File: src/sv/tpi2c_pkg.sv
// Package: operation codes, register map constants and the map read function.
`default_nettype none

package tpi2c_pkg;

  localparam int OP_W = 3;
  localparam int ADDR_W = 16;
  localparam int COORD_W = 16;
  localparam int HOLD_W = 16;
  localparam int SEEN_W = 2;

  localparam logic [OP_W-1:0] OP_START_WRITE = 3'd0;
  localparam logic [OP_W-1:0] OP_START_READ  = 3'd1;
  localparam logic [OP_W-1:0] OP_WRITE_BYTE  = 3'd2;
  localparam logic [OP_W-1:0] OP_READ_BYTE   = 3'd3;
  localparam logic [OP_W-1:0] OP_TOUCH       = 3'd4;
  localparam logic [OP_W-1:0] OP_TICK        = 3'd5;

  localparam logic [SEEN_W-1:0] SEEN_NONE = 2'd0;
  localparam logic [SEEN_W-1:0] SEEN_HIGH = 2'd1;
  localparam logic [SEEN_W-1:0] SEEN_BOTH = 2'd2;

  localparam logic [ADDR_W-1:0] ID_BASE     = 16'h8140;
  localparam logic [ADDR_W-1:0] STATUS_ADDR = 16'h814E;
  localparam logic [ADDR_W-1:0] POINT_BASE  = 16'h8150;

  localparam logic [7:0] STATUS_TOUCH = 8'h81;
  localparam logic [7:0] STATUS_IDLE  = 8'h80;
  localparam logic [7:0] CONTACT_SIZE = 8'd20;
  localparam logic [7:0] ID_BYTE0     = 8'h39;
  localparam logic [7:0] ID_BYTE1     = 8'h31;
  localparam logic [7:0] ID_BYTE2     = 8'h31;
  localparam logic [7:0] ID_BYTE3     = 8'h00;

  localparam logic [HOLD_W-1:0] HOLD_TICKS_RESET = 16'd150;

  typedef struct packed {
    logic               touching;
    logic               pending;
    logic [COORD_W-1:0] x;
    logic [COORD_W-1:0] y;
  } touch_state_t;

  function automatic logic [7:0] map_read(input logic [ADDR_W-1:0] addr,
                                          input touch_state_t ts);
    logic [7:0] data;
    data = 8'd0;
    unique case (addr)
      ID_BASE:                    data = ID_BYTE0;
      ID_BASE + 16'd1:            data = ID_BYTE1;
      ID_BASE + 16'd2:            data = ID_BYTE2;
      ID_BASE + 16'd3:            data = ID_BYTE3;
      STATUS_ADDR:                data = ts.touching ? STATUS_TOUCH : STATUS_IDLE;
      POINT_BASE:                 data = ts.x[7:0];
      POINT_BASE + 16'd1:         data = ts.x[15:8];
      POINT_BASE + 16'd2:         data = ts.y[7:0];
      POINT_BASE + 16'd3:         data = ts.y[15:8];
      POINT_BASE + 16'd4:         data = ts.touching ? CONTACT_SIZE : 8'd0;
      default:                    data = 8'd0;
    endcase
    return data;
  endfunction

endpackage

`default_nettype wire

File: src/sv/tpi2c_ifs.sv
// Interfaces: input item channel and result item channel.
`default_nettype none

interface tpi2c_in_if;
  logic                         valid;
  logic                         ready;
  logic [tpi2c_pkg::OP_W-1:0]   operation;
  logic [7:0]                   write_byte;
  logic [tpi2c_pkg::COORD_W-1:0] touch_x;
  logic [tpi2c_pkg::COORD_W-1:0] touch_y;
  logic                         finger_down;

  modport source (output valid, operation, write_byte, touch_x, touch_y, finger_down,
                  input ready);
  modport sink (input valid, operation, write_byte, touch_x, touch_y, finger_down,
                output ready);
endinterface

interface tpi2c_out_if;
  logic       valid;
  logic       ready;
  logic [7:0] read_data;
  logic       contact;
  logic       release_waiting;

  modport source (output valid, read_data, contact, release_waiting, input ready);
  modport sink (input valid, read_data, contact, release_waiting, output ready);
endinterface

`default_nettype wire

File: src/sv/tpi2c_touch.sv
// Touch contact tracker: point, hold countdown and deferred release.
`default_nettype none

module tpi2c_touch (
  input  wire logic                          clk,
  input  wire logic                          rst,
  input  wire logic                          step,
  input  wire logic [tpi2c_pkg::OP_W-1:0]    operation,
  input  wire logic [tpi2c_pkg::COORD_W-1:0] touch_x,
  input  wire logic [tpi2c_pkg::COORD_W-1:0] touch_y,
  input  wire logic                          finger_down,
  input  wire logic [tpi2c_pkg::HOLD_W-1:0]  hold_ticks,
  output tpi2c_pkg::touch_state_t            state,
  output tpi2c_pkg::touch_state_t            state_next
);

  tpi2c_pkg::touch_state_t             cur;
  logic [tpi2c_pkg::HOLD_W-1:0]        hold_remaining;
  logic [tpi2c_pkg::HOLD_W-1:0]        hold_remaining_next;
  logic [tpi2c_pkg::COORD_W-1:0]       pending_x;
  logic [tpi2c_pkg::COORD_W-1:0]       pending_y;
  logic [tpi2c_pkg::COORD_W-1:0]       pending_x_next;
  logic [tpi2c_pkg::COORD_W-1:0]       pending_y_next;
  logic [tpi2c_pkg::HOLD_W-1:0]        hold_dec;

  assign hold_dec = (hold_remaining != '0) ? hold_remaining - 1'b1 : hold_remaining;

  always_comb begin
    state_next          = cur;
    hold_remaining_next = hold_remaining;
    pending_x_next      = pending_x;
    pending_y_next      = pending_y;
    if (operation == tpi2c_pkg::OP_TOUCH) begin
      if (finger_down) begin
        if (!cur.touching || cur.pending) begin
          hold_remaining_next = hold_ticks;
        end
        state_next.touching = 1'b1;
        state_next.pending  = 1'b0;
        state_next.x        = touch_x;
        state_next.y        = touch_y;
      end else if (cur.touching && hold_remaining != '0) begin
        state_next.pending = 1'b1;
        pending_x_next     = touch_x;
        pending_y_next     = touch_y;
      end else begin
        state_next.touching = 1'b0;
        state_next.pending  = 1'b0;
        state_next.x        = touch_x;
        state_next.y        = touch_y;
      end
    end else if (operation == tpi2c_pkg::OP_TICK) begin
      hold_remaining_next = hold_dec;
      if (hold_dec == '0 && cur.pending) begin
        state_next.touching = 1'b0;
        state_next.pending  = 1'b0;
        state_next.x        = pending_x;
        state_next.y        = pending_y;
      end
    end
  end

  always_ff @(posedge clk) begin
    if (rst) begin
      cur            <= '0;
      hold_remaining <= '0;
      pending_x      <= '0;
      pending_y      <= '0;
    end else if (step) begin
      cur            <= state_next;
      hold_remaining <= hold_remaining_next;
      pending_x      <= pending_x_next;
      pending_y      <= pending_y_next;
    end
  end

  assign state = cur;

endmodule

`default_nettype wire

File: src/sv/touch_panel_i2c_register_file_unit.sv
// Top level: touch controller register file behind a bus-byte item channel.
//
// Items arrive on the item channel (valid/ready). Each carries one bus event:
// start of a write, start of a read, a written byte, a read byte, a touch
// report or a time tick. Every accepted item yields exactly one result item on
// the result channel: the register byte for a read, zero otherwise, plus the
// contact state and the deferred-release flag after the item.
// A result is valid in the cycle after its item is accepted. Throughput is one
// item per cycle while the receiver keeps up; the single result register is
// the only stage, and the block takes a new item whenever that register is
// empty or is being emptied in the same cycle.
// When the receiver stalls, the result holds and ready drops until it is taken.
// hold_ticks is written through cfg_we/cfg_wdata and resets to 150.
// Synchronous reset clears the address, offset, contact, hold countdown,
// pending release and the result valid flag.
`default_nettype none

module touch_panel_i2c_register_file_unit (
  input  wire logic                         clk,
  input  wire logic                         rst,
  input  wire logic                         cfg_we,
  input  wire logic [tpi2c_pkg::HOLD_W-1:0] cfg_wdata,
  tpi2c_in_if.sink                          item,
  tpi2c_out_if.source                       result
);

  logic [tpi2c_pkg::HOLD_W-1:0] hold_ticks;
  logic [tpi2c_pkg::ADDR_W-1:0] reg_address;
  logic [tpi2c_pkg::ADDR_W-1:0] reg_address_next;
  logic [tpi2c_pkg::SEEN_W-1:0] address_bytes_seen;
  logic [tpi2c_pkg::SEEN_W-1:0] address_bytes_seen_next;
  logic [tpi2c_pkg::ADDR_W-1:0] read_offset;
  logic [tpi2c_pkg::ADDR_W-1:0] read_offset_next;
  logic [7:0]                   data_next;
  logic                         out_valid;
  logic [7:0]                   out_data;
  logic                         out_contact;
  logic                         out_pending;
  logic                         step;

  tpi2c_pkg::touch_state_t touch_state;
  tpi2c_pkg::touch_state_t touch_state_next;

  assign item.ready = !out_valid || result.ready;
  assign step       = item.valid && item.ready;

  tpi2c_touch u_touch (
    .clk         (clk),
    .rst         (rst),
    .step        (step),
    .operation   (item.operation),
    .touch_x     (item.touch_x),
    .touch_y     (item.touch_y),
    .finger_down (item.finger_down),
    .hold_ticks  (hold_ticks),
    .state       (touch_state),
    .state_next  (touch_state_next)
  );

  always_comb begin
    reg_address_next        = reg_address;
    address_bytes_seen_next = address_bytes_seen;
    read_offset_next        = read_offset;
    data_next               = 8'd0;
    unique case (item.operation)
      tpi2c_pkg::OP_START_WRITE: address_bytes_seen_next = tpi2c_pkg::SEEN_NONE;
      tpi2c_pkg::OP_START_READ:  read_offset_next = '0;
      tpi2c_pkg::OP_WRITE_BYTE: begin
        if (address_bytes_seen == tpi2c_pkg::SEEN_NONE) begin
          reg_address_next        = {item.write_byte, 8'd0};
          address_bytes_seen_next = tpi2c_pkg::SEEN_HIGH;
        end else if (address_bytes_seen == tpi2c_pkg::SEEN_HIGH) begin
          reg_address_next        = {reg_address[15:8], item.write_byte};
          address_bytes_seen_next = tpi2c_pkg::SEEN_BOTH;
          read_offset_next        = '0;
        end
      end
      tpi2c_pkg::OP_READ_BYTE: begin
        data_next        = tpi2c_pkg::map_read(reg_address + read_offset, touch_state);
        read_offset_next = read_offset + 1'b1;
      end
      default: ;
    endcase
  end

  always_ff @(posedge clk) begin
    if (rst) begin
      hold_ticks <= tpi2c_pkg::HOLD_TICKS_RESET;
    end else if (cfg_we) begin
      hold_ticks <= cfg_wdata;
    end
  end

  always_ff @(posedge clk) begin
    if (rst) begin
      reg_address        <= '0;
      address_bytes_seen <= tpi2c_pkg::SEEN_NONE;
      read_offset        <= '0;
      out_valid          <= 1'b0;
    end else begin
      if (step) begin
        reg_address        <= reg_address_next;
        address_bytes_seen <= address_bytes_seen_next;
        read_offset        <= read_offset_next;
        out_valid          <= 1'b1;
      end else if (result.ready) begin
        out_valid <= 1'b0;
      end
    end
  end

  always_ff @(posedge clk) begin
    if (step) begin
      out_data    <= data_next;
      out_contact <= touch_state_next.touching;
      out_pending <= touch_state_next.pending;
    end
  end

  assign result.valid           = out_valid;
  assign result.read_data       = out_data;
  assign result.contact         = out_contact;
  assign result.release_waiting = out_pending;

endmodule

`default_nettype wire

File: src/flat_wrapper.sv
// flat-port wrapper written by rule: the top's interface ports become plain ports
module touch_panel_i2c_register_file_unit_flat 
  (clk, rst, cfg_we, cfg_wdata, item_valid, item_operation, item_write_byte, item_touch_x, item_touch_y, item_finger_down, item_ready, result_valid, result_read_data, result_contact, result_release_waiting, result_ready);
  tpi2c_in_if item_i ();
  tpi2c_out_if result_i ();
  input  wire logic clk;
  input  wire logic rst;
  input  wire logic cfg_we;
  input  wire logic [tpi2c_pkg::HOLD_W-1:0] cfg_wdata;
  input wire logic [$bits(item_i.valid)-1:0] item_valid;
  input wire logic [$bits(item_i.operation)-1:0] item_operation;
  input wire logic [$bits(item_i.write_byte)-1:0] item_write_byte;
  input wire logic [$bits(item_i.touch_x)-1:0] item_touch_x;
  input wire logic [$bits(item_i.touch_y)-1:0] item_touch_y;
  input wire logic [$bits(item_i.finger_down)-1:0] item_finger_down;
  output wire logic [$bits(item_i.ready)-1:0] item_ready;
  output wire logic [$bits(result_i.valid)-1:0] result_valid;
  output wire logic [$bits(result_i.read_data)-1:0] result_read_data;
  output wire logic [$bits(result_i.contact)-1:0] result_contact;
  output wire logic [$bits(result_i.release_waiting)-1:0] result_release_waiting;
  input wire logic [$bits(result_i.ready)-1:0] result_ready;
  assign item_i.valid = item_valid;
  assign item_i.operation = item_operation;
  assign item_i.write_byte = item_write_byte;
  assign item_i.touch_x = item_touch_x;
  assign item_i.touch_y = item_touch_y;
  assign item_i.finger_down = item_finger_down;
  assign item_ready = item_i.ready;
  assign result_valid = result_i.valid;
  assign result_read_data = result_i.read_data;
  assign result_contact = result_i.contact;
  assign result_release_waiting = result_i.release_waiting;
  assign result_i.ready = result_ready;
  touch_panel_i2c_register_file_unit u_core (.clk(clk), .rst(rst), .cfg_we(cfg_we), .cfg_wdata(cfg_wdata), .item(item_i), .result(result_i));
endmodule
File: config.mk
export PLATFORM = sky130hd
export DESIGN_NAME = touch_panel_i2c_register_file_unit_flat
export DESIGN_NICKNAME = d
export VERILOG_FILES = /design/src/sv/tpi2c_pkg.sv /design/src/sv/tpi2c_ifs.sv /design/src/sv/tpi2c_touch.sv /design/src/sv/touch_panel_i2c_register_file_unit.sv /design/src/flat_wrapper.sv
export SDC_FILE = /design/constraint.sdc
export NUM_CORES = 1
export LEC_CHECK = 0
export ABC_AREA = 1
export BUFFER_PORTS_ARGS = -buffer_cell sky130_fd_sc_hd__buf_2
export CAP_MARGIN = 0
export CORE_MARGIN = 4
export CORE_UTILIZATION = 59
export CTS_CLUSTER_SIZE = 40
export DETAILED_ROUTE_END_ITERATION = 10
export PLACE_DENSITY = 0.76
export SYNTH_ARGS = -nofsm -noshare
export SYNTH_HDL_FRONTEND = slang
export SYNTH_SLANG_ARGS = --single-unit
File: constraint.sdc
create_clock -name clk -period 3.75 [get_ports clk]
set_input_delay 0.75 -clock clk [delete_from_list [all_inputs] [get_ports clk]]
set_output_delay 0.75 -clock clk [all_outputs]
set_load 0.02 [all_outputs]
Word-level counts from Yosys, hierarchy flattened
Cells that the tools add are included.
{"block": "totals", "ff_bits": 143, "latch_bits": 0, "mem_bits_rw": 0, "rom_bits": 0, "input_bits": 65, "out_inout_bits": 12, "mem_count": 0}
{"block": "op_classes", "n_addsub": 3, "multipliers": 0, "div": 0, "order_cmp": 0, "eq_ne": 21, "shift": 0, "muxes": 25, "bitwise_logic": 1, "n_reduce_logical": 25}
{"cell": "$eq A16 B16 Y1 const B", "count": 9}
{"cell": "$mux W34", "count": 4}
{"cell": "$mux W16", "count": 8}
{"cell": "$pmux W8 S8", "count": 1}
{"cell": "$pmux W16 S3", "count": 1}
{"cell": "$mux W32", "count": 1}
{"cell": "$add A16 B1 Y16 const B", "count": 1}
{"cell": "$add A16 B16 Y16", "count": 1}
{"cell": "$logic_not A16 Y1", "count": 1}
{"cell": "$reduce_and A4 Y1", "count": 4}
{"cell": "$reduce_bool A16 Y1", "count": 1}
{"cell": "$sub A16 B1 Y16 const B", "count": 1}
{"cell": "$reduce_bool A2 Y1", "count": 5}
{"cell": "$reduce_and A3 Y1", "count": 3}
{"cell": "$mux W8", "count": 1}
{"cell": "$eq A3 B2 Y1 const B", "count": 2}
{"cell": "$eq A3 B3 Y1 const B", "count": 2}
{"cell": "$mux W1", "count": 5}
{"cell": "$mux W5", "count": 1}
{"cell": "$mux W2", "count": 2}
{"cell": "$ne A2 B1 Y1 const B", "count": 2}
{"cell": "$ne A2 B2 Y1 const B", "count": 2}
{"cell": "$pmux W2 S2", "count": 1}
{"cell": "$eq A3 B1 Y1 const B", "count": 1}
{"cell": "other kinds (11)", "count": 15}

Depth between registers and ports, before layout
Gate-level depths: netlist of run 1.
{"block": "depth", "word_depth": 7, "depth_mapped": 20, "mapped_depth_nobuf": 20}

Modules after synthesis
Synthesis of run 1 repeated with hierarchy kept, for this count alone.
{"block": "unflattened", "hier_cells": 1378, "area_unflattened_um2": 9312.7}
{"mod": "tpi2c_touch", "instances": 1, "cells_per_inst": 794, "area_per_inst_um2": 5577.8, "seq_area_each_um2": 1641.6}
{"mod": "touch_panel_i2c_register_file_unit", "instances": 1, "cells_per_inst": 584, "area_per_inst_um2": 3734.8, "seq_area_each_um2": 1321.3}

Least setup slack after synthesis of run 1
OpenSTA, ideal clock, no wires.
{"block": "synth_timing", "kind": "input to register", "start": "input port result_ready", "end": "register u_core.read_offset[9] in the netlist's numbering", "setup_ns": 0.119, "t_arrival_ns": 2.502, "required_ns": 3.631, "slack_ns": 1.129, "cell_stages": 11, "cell_sequence": "inv_1 > nand2_1 > nand2_1 > nor4_2 > nand2_1 > nor2_1 > nand3_1 > nor2_1 > nand3_1 > o21ai_0 > a21oi_1"}
{"block": "synth_via", "elab_chain_len": 3}
{"element": "start, declared", "line": "flat_wrapper.sv:21", "text": "input wire logic [$bits(result_i.ready)-1:0] result_ready;"}
{"element": "$logic_or A1 B1 Y1", "line": "touch_panel_i2c_register_file_unit.sv:44", "text": "assign item.ready = !out_valid || result.ready;"}
{"element": "net item_ready", "line": "flat_wrapper.sv:16", "text": "output wire logic [$bits(item_i.ready)-1:0] item_ready;"}
{"element": "$logic_and A1 B1 Y1", "line": "touch_panel_i2c_register_file_unit.sv:45", "text": "assign step = item.valid && item.ready;"}
{"element": "$reduce_and A4 Y1 (no source line)"}
{"element": "end signal, assigned", "line": "touch_panel_i2c_register_file_unit.sv:104", "text": "read_offset <= read_offset_next;"}
{"element": "end, declared", "line": "touch_panel_i2c_register_file_unit.sv:32", "text": "logic [tpi2c_pkg::ADDR_W-1:0] read_offset;"}
The timed path passes the listed nets, and every way through them passes these cells.
A chain may end at the register's enable or synchronous reset.

Worst setup path in the final report of run 1
{"block": "layout_timing", "start": "register u_core.u_touch.hold_remaining[0] in the netlist's numbering", "end": "register u_core.u_touch.cur (netlist bit u_core.u_touch.state[3])"}
{"block": "layout_via", "elab_chain_len": 6, "word_cells_on_any_way": 9, "cone_classes": "add/sub: 1; eq/ne: 1; mux: 1; reduce/logical: 6"}
{"element": "start, declared", "line": "tpi2c_touch.sv:18", "text": "logic [tpi2c_pkg::HOLD_W-1:0] hold_remaining;"}
{"element": "start signal, assigned", "line": "tpi2c_touch.sv:71", "text": "hold_remaining <= hold_remaining_next;"}
{"element": "$sub A16 B1 Y16 / $reduce_bool A16 Y1 (equally long branches)", "line": "tpi2c_touch.sv:26, tpi2c_touch.sv:42"}
{"element": "$mux W16", "line": "tpi2c_touch.sv:26", "text": "assign hold_dec = (hold_remaining != '0) ? hold_remaining - 1'b1 : hold_remaining;"}
{"element": "$logic_not A16 Y1", "line": "tpi2c_touch.sv:54", "text": "if (hold_dec == '0 && cur.pending) begin"}
{"element": "$logic_and A1 B1 Y1", "line": "tpi2c_touch.sv:54"}
{"element": "$reduce_bool A2 Y1 (no source line)"}
{"element": "$reduce_and A4 Y1 (no source line) *"}
{"element": "end signal, assigned", "line": "tpi2c_touch.sv:70", "text": "cur <= state_next;"}
{"element": "end, declared", "line": "tpi2c_touch.sv:17", "text": "tpi2c_pkg::touch_state_t cur;"}
Mark *: on every way between the ends. The rest lies on a longest branch, timed or not.

==> flow_metrics.env, run 1 <==
export IMPL_clkLatencyLatePin_ns=0.43
export IMPL_yosys_warnings=0
export IMPL_grt_pass1_wl_um=37700
export IMPL_initial_utilization_pct=60.3
export IMPL_wl_um=22500
export IMPL_synth_compound_area_share_pct=9.32
export IMPL_irDropWorstVdd_mv=0.333
export IMPL_cts_max_path_buffers=2
export IMPL_tns_ns=0
export IMPL_clk_pin_slew_worst_paths_ns=0.06
export IMPL_grt_usage_pct=28.5
export IMPL_rrSetupSlack_ns=0.55
export IMPL_coreArea_um2=13900
export IMPL_cts_sinks=143
export IMPL_hp_class="reg2reg"
export IMPL_top_layer_used="met4"
export IMPL_required_ns=4.11
export IMPL_ys_top_cells_by_area="dfxtp_1, nand2_1, nor2_1"
export IMPL_slew_headroom_pct=56.4
export IMPL_cts_buffers=17
export IMPL_finalHoldViolations=0
export IMPL_synth_edf_count=10
export IMPL_p_per_area_nw_per_um2=419
export IMPL_hp_start="u_core.u_touch.pending_y[7]"
export IMPL_slew_viol_final=0
export IMPL_die_h_um=127
export IMPL_io_pins=77
export IMPL_ant_nets=0
export IMPL_final_layout_size_suffix_gt1_share_pct=10.8
export IMPL_path_class="reg2reg"
export IMPL_clockRootBuffer="clkbuf_16"
export IMPL_grt_pass1_vias=7707
export IMPL_cp_start_kind="register"
export IMPL_r2r_worst_path_cells=17
export IMPL_yosysTopAreaCellShare_pct=31.8
export IMPL_hold_end="u_core.u_touch.pending_y[7]"
export IMPL_slowest_delay_ns=0.37
export IMPL_final_nets=1465
export IMPL_crit_top_cell="nand2_1"
export IMPL_rsz0062_at_grt="no"
export IMPL_final_area_um2=9480
export IMPL_drv_cap=0
export IMPL_cts_tree="yes"
export IMPL_final_cell_mix="nand2_1, nor2_1, inv_1, dfxtp_1, nand3_1"
export IMPL_rows=43
export IMPL_dp_hpwl_um=16000
export IMPL_synth_ff_type="dfxtp_1"
export IMPL_first_iter_violations=750
export IMPL_end_kind="register"
export IMPL_ys_seq_area_share_pct=35.4
export IMPL_finalSetupViolations=0
export IMPL_fin_worst_skew_ns=0.00896
export IMPL_vias_per_cell=5.43
export IMPL_num_vias=8550
export IMPL_r2r_start="u_core.u_touch.hold_remaining[0]"
export IMPL_grt_overflow_total=0
export IMPL_tightest_slew_ns=0.652
export IMPL_synth_mux_area_share_pct=0
export IMPL_power_leakage_nw=4.51
export IMPL_synth_adder_area_share_pct=2.78
export IMPL_cts_resized=0
export IMPL_fmax_mhz=313
export IMPL_post_route_period_util_pct=85.3
export IMPL_syn_to_final_growth_pct=13.3
export IMPL_synthXorXnorAreaFrac_pct=2.09
export IMPL_mostFrequentLayoutCell="nand2_1"
export IMPL_synth_seq_cells=143
export IMPL_chipWidth_um=127
export IMPL_cp_arrival_ns=3.56
export IMPL_cts_setup_buffers=0
export IMPL_yosysUniqueCellTypes=42
export IMPL_total_power_mw=3.97
export IMPL_syn_avg_cell_area_um2=6.32
export IMPL_outcome="finished clean"
export IMPL_met2_length_um=9810
export IMPL_cp_slowest_cell="nand3_2"
export IMPL_syn_nets=1407
export IMPL_routabilityCongestion=0.961
export IMPL_die_area_um2=16100
export IMPL_drtPass1Iterations=5
export IMPL_placed_cell_area_um2=8860
export IMPL_wl_met3_um=1540
export IMPL_syn_instance_count=1324
export IMPL_critical_path_startpoint="u_core.u_touch.hold_remaining[0]"
export IMPL_synth_top_area_cell="dfxtp_1"
export IMPL_period_needed_ns=3.20
export IMPL_async_reset_ff_share_pct=0
export IMPL_syn_area_um2=8360
export IMPL_whs_path_depth=2
export IMPL_antenna_found_initial=1
export IMPL_wl_met1_um=10800
export IMPL_portBuffers=76
export IMPL_synthSimpleGateAreaFrac_pct=40.7
export IMPL_grt_max_degree=59
export IMPL_r2r_end="u_core.u_touch.state[3]"
export IMPL_post_drt_wl_per_cell_um=14.3
export IMPL_remaining_drc_errors=0
export IMPL_crit_chain="inv_1 > ha_1 > nand2_2 > nor2_4 > nand3_2 > nand2_1 > nand2_1 > nor2_1 > nand2_1 > nor2_2 > nand4_4 > nand2_4 > nand2_2 > buf_12 > nand2_1 > nand2_1 > nor2_1"
export IMPL_hold_buffers=0
export IMPL_htree_num_levels=4
export IMPL_path_max_fanout=37
export IMPL_synth_top_family_by_area="simple AND/OR/NAND/NOR gates"
-- flip-flops by register name (all words and copies together), names as in the netlist, 2 cells and up --
| register | flops |
|---|---|
| u_core.u_touch.hold_remaining | 16 |
| u_core.reg_address | 16 |
| u_core.u_touch.state | 34 |
| u_core.address_bytes_seen | 2 |
| u_core.result.read_data | 8 |
| u_core.hold_ticks | 16 |
| u_core.u_touch.pending_y | 16 |
| u_core.read_offset | 16 |
| u_core.u_touch.pending_x | 16 |
-- final cells by class --
| cell class | count | area, µm² |
|---|---|---|
| clock buffers | 22 | 464 |
| diodes | 1 | 2.50 |
| flip-flops and latches | 143 | 2960 |
| fillers | 1282 | 4400 |
| well taps | 180 | 225 |
| clock inverters | 9 | 156 |
| inverters | 149 | 559 |
| multi-input cells | 979 | 4600 |
| repair buffers | 92 | 513 |
-- cells in the mapped netlist (all sizes together), types with 6 or more instances --
| cell | number |
|---|---|
| nand2 | 386 |
| nand3b | 6 |
| ha | 17 |
| nor2 | 203 |
| dfxtp | 133 |
| xor2 | 15 |
| buf | 16 |
| nand3 | 127 |
| nand4 | 42 |
| clkbuf | 37 |
| o21ai | 45 |
| nor3 | 19 |
| a21oi | 91 |
| a221oi | 7 |
| inv | 148 |
| edfxtp | 10 |
-- worst max-delay path by stage --
stage,depth (start not counted),slack [ns],end
6_report,17,0.55,u_core.u_touch.state[3]
4_1_cts,17,0.63,u_core.u_touch.state[3]
3_5_place_dp,12,0.56,u_core.u_touch.pending_x[11]
5_1_grt,18,0.20,u_core.result.read_data[1]
3_3_place_gp,13,0.55,u_core.u_touch.pending_x[9]
2_1_floorplan,11,1.13,u_core.read_offset[9]
-- kinds of logic after synthesis --
family,after synthesis
adders and majority gates,18
AOI/OAI and AO/OA,148
buffers and inverters,202
xor gates and xnor gates,20
DFF,143
and+or+nand+nor,793
-- critical path: cells and delay by family (launching register included) --
kind          cells  cell delay [ns]
fa+ha+maj         1             0.28
buf+inv           2             0.41
flops             1             0.32
simple gates     14             2.11
-- through the flow --
stage	std cells	hold WS (ns)	utilization, %	setup WS [ns]
3_5_place_dp	1543	0.448	63.8	0.564
6_report	1575	0.459	68.3	0.552
5_1_grt	1575	0.482	68.3	0.198
2_1_floorplan	1324	0.429	-	1.13
3_3_place_gp	1543	0.445	63.8	0.554
4_1_cts	1574	0.459	68.3	0.629
-- per-layer routing --
| metal | vias to the layer above | GRT usage (%) |
|---|---|---|
| li1 | 4381 | - |
| met2 | 282 | 43.6 |
| met5 | - | 0 |
| met1 | 3852 | 41.5 |
| met3 | 35 | 5.35 |
| met4 | 0 | 7.57 |
-- power breakdown --
part	internal [mW]	switching (mW)
Sequential	1.58	0.0280
Combinational	0.174	0.388
Clock	1.15	0.656
Total	2.90	1.07
(Power assumes the default switching activity.)
==> run 2, diff against run 1 <==
--- a/config.mk
+++ b/config.mk
@@ -12,6 +12,7 @@
 export CORE_UTILIZATION = 59
 export CTS_CLUSTER_SIZE = 40
 export DETAILED_ROUTE_END_ITERATION = 10
+export HOLD_SLACK_MARGIN = 0.15
 export PLACE_DENSITY = 0.76
 export SYNTH_ARGS = -nofsm -noshare
 export SYNTH_HDL_FRONTEND = slang
==> constraint.sdc (replaced) <==
create_clock -name clk -period 3.4 [get_ports clk]
set_input_delay 0.68 -clock clk [delete_from_list [all_inputs] [get_ports clk]]
set_output_delay 0.68 -clock clk [all_outputs]
set_load 0.02 [all_outputs]
==> flow_metrics.env, run 2 (synthesis results as in run 1) <==
export IMPL_outcome="finished clean"
export IMPL_finalSetupViolations=0
export IMPL_post_drt_wl_per_cell_um=14.1
export IMPL_clockRootBuffer="clkbuf_16"
export IMPL_crit_cells=11
export IMPL_cp_arrival_ns=3.45
export IMPL_tightest_slew_ns=0.706
export IMPL_grt_max_degree=59
export IMPL_path_max_fanout=28
export IMPL_cp_top_family="simple AND/OR/NAND/NOR gates"
export IMPL_finalHoldViolations=0
export IMPL_syn_to_final_growth_pct=13.4
export IMPL_endpoint="u_core.u_touch.pending_x[3]"
export IMPL_cts_setup_buffers=0
export IMPL_portBuffers=76
export IMPL_clkLatencyLatePin_ns=0.42
export IMPL_antenna_found_initial=1
export IMPL_placed_cell_area_um2=8870
export IMPL_grt_pass1_vias=7570
export IMPL_end_kind="register"
export IMPL_dp_cells=1543
export IMPL_clk_pin_slew_worst_paths_ns=0.06
export IMPL_final_nets=1465
export IMPL_final_layout_size_suffix_gt1_share_pct=11.0
export IMPL_ant_nets=0
export IMPL_post_route_period_util_pct=92.3
export IMPL_tns_ns=0
export IMPL_rows=43
export IMPL_rrSetupSlack_ns=0.26
export IMPL_power_leakage_nw=4.51
export IMPL_r2r_end="u_core.u_touch.pending_x[3]"
export IMPL_wl_um=22300
export IMPL_critical_path_startpoint="u_core.u_touch.hold_remaining[0]"
export IMPL_p_per_area_nw_per_um2=458
export IMPL_initial_utilization_pct=60.3
export IMPL_grt_overflow_total=0
export IMPL_drtPass1Iterations=6
export IMPL_remaining_drc_errors=0
export IMPL_grt_usage_pct=27.6
export IMPL_largest_register_ffs=34
export IMPL_dp_hpwl_um=15800
export IMPL_period_needed_ns=3.14
export IMPL_cts_max_path_buffers=2
export IMPL_fin_worst_skew_ns=0.0129
export IMPL_hold_buffers=0
export IMPL_cts_sinks=143
export IMPL_crit_chain="inv_1 > ha_1 > nand2_2 > nor2_4 > nand3_2 > nand2_1 > nor2_4 > nand2_1 > buf_12 > o21ai_0 > a21oi_1"
export IMPL_final_cell_mix="nand2_1, nor2_1, inv_1, dfxtp_1, nand3_1"
export IMPL_cts_tree="yes"
export IMPL_chipWidth_um=127
export IMPL_r2r_start="u_core.u_touch.hold_remaining[0]"
export IMPL_critPathBufInv=2
export IMPL_slew_headroom_pct=52.7
export IMPL_drv_cap=0
export IMPL_cp_start_kind="register"
export IMPL_io_pins=77
export IMPL_stdcell_count=1576
export IMPL_slew_viol_final=0
export IMPL_num_vias=8522
export IMPL_routabilityCongestion=0.938
export IMPL_irDropWorstVdd_mv=0.440
export IMPL_required_ns=3.71
export IMPL_mostFrequentLayoutCell="nand2_1"
export IMPL_cts_resized=0
export IMPL_coreArea_um2=13900
export IMPL_final_area_um2=9480
export IMPL_vias_per_cell=5.41
export IMPL_hp_class="reg2reg"
export IMPL_die_h_um=127
export IMPL_htree_num_levels=4
export IMPL_slowest_delay_ns=0.55
export IMPL_cp_slowest_cell="nor2_4"
export IMPL_first_iter_violations=793
export IMPL_rsz0062_at_grt="no"
export IMPL_cts_buffers=17
export IMPL_grt_pass1_wl_um=36400
export IMPL_die_area_um2=16100
export IMPL_r2r_worst_path_cells=11
export IMPL_fmax_mhz=319
export IMPL_path_class="reg2reg"
-- run 2: layer usage --
metal  global-route usage [%]  wire (µm)  vias to the layer above
li1                         -          -                     4375
met1                     39.3      10500                     3795
met2                     42.1       9690                      307
met4                     9.91        548                        0
met5                        0          0                        -
met3                     4.93       1530                       45
-- run 2: worst min-delay path, stage by stage, from the launching register on --
cell and delay, ns:
dfxtp_1 0.33, nand2_1 0.05, nand3_1 0.05
-- run 2: layout make-up --
cell class | count | area, µm²
Multi-Input combinational cell | 979 | 4600
Inverter | 149 | 559
Clock inverter | 13 | 178
Fill cell | 1285 | 4400
Timing Repair Buffer | 92 | 526
Antenna cell | 1 | 2.50
Sequential cell | 143 | 2960
Tap cell | 180 | 225
Clock buffer | 19 | 433
-- run 2: metrics by stage --
| stage | hold slack [ns] | worst slack [ns] | util, % | power (mW) |
|---|---|---|---|---|
| 5_1_grt | 0.476 | 0.00332 | 68.3 | 4.52 |
| 3_5_place_dp | 0.450 | 0.321 | 63.9 | 2.41 |
| 2_1_floorplan | 0.429 | 0.785 | - | 2.24 |
| 4_1_cts | 0.462 | 0.313 | 68.3 | 4.35 |
| 6_report | 0.461 | 0.261 | 68.3 | 4.35 |
| 3_3_place_gp | 0.447 | 0.340 | 63.9 | 2.40 |
-- run 2: worst min path at each step --
stage,start,endpoint,depth (start not counted)
after floorplan,u_core.hold_ticks[1],u_core.hold_ticks[1],2
after global placement,u_core.u_touch.pending_y[15],u_core.u_touch.pending_y[15],2
after detailed placement,u_core.hold_ticks[4],u_core.hold_ticks[4],2
after CTS,u_core.hold_ticks[13],u_core.hold_ticks[13],2
after global routing,cfg_wdata[1],u_core.hold_ticks[1],3
final,u_core.hold_ticks[4],u_core.hold_ticks[4],2
-- run 2: power by group --
part	internal [mW]	switching [mW]	total (mW)
logic	0.191	0.431	0.622
registers	1.74	0.0317	1.77
clock network	1.17	0.780	1.95
total	3.10	1.24	4.35
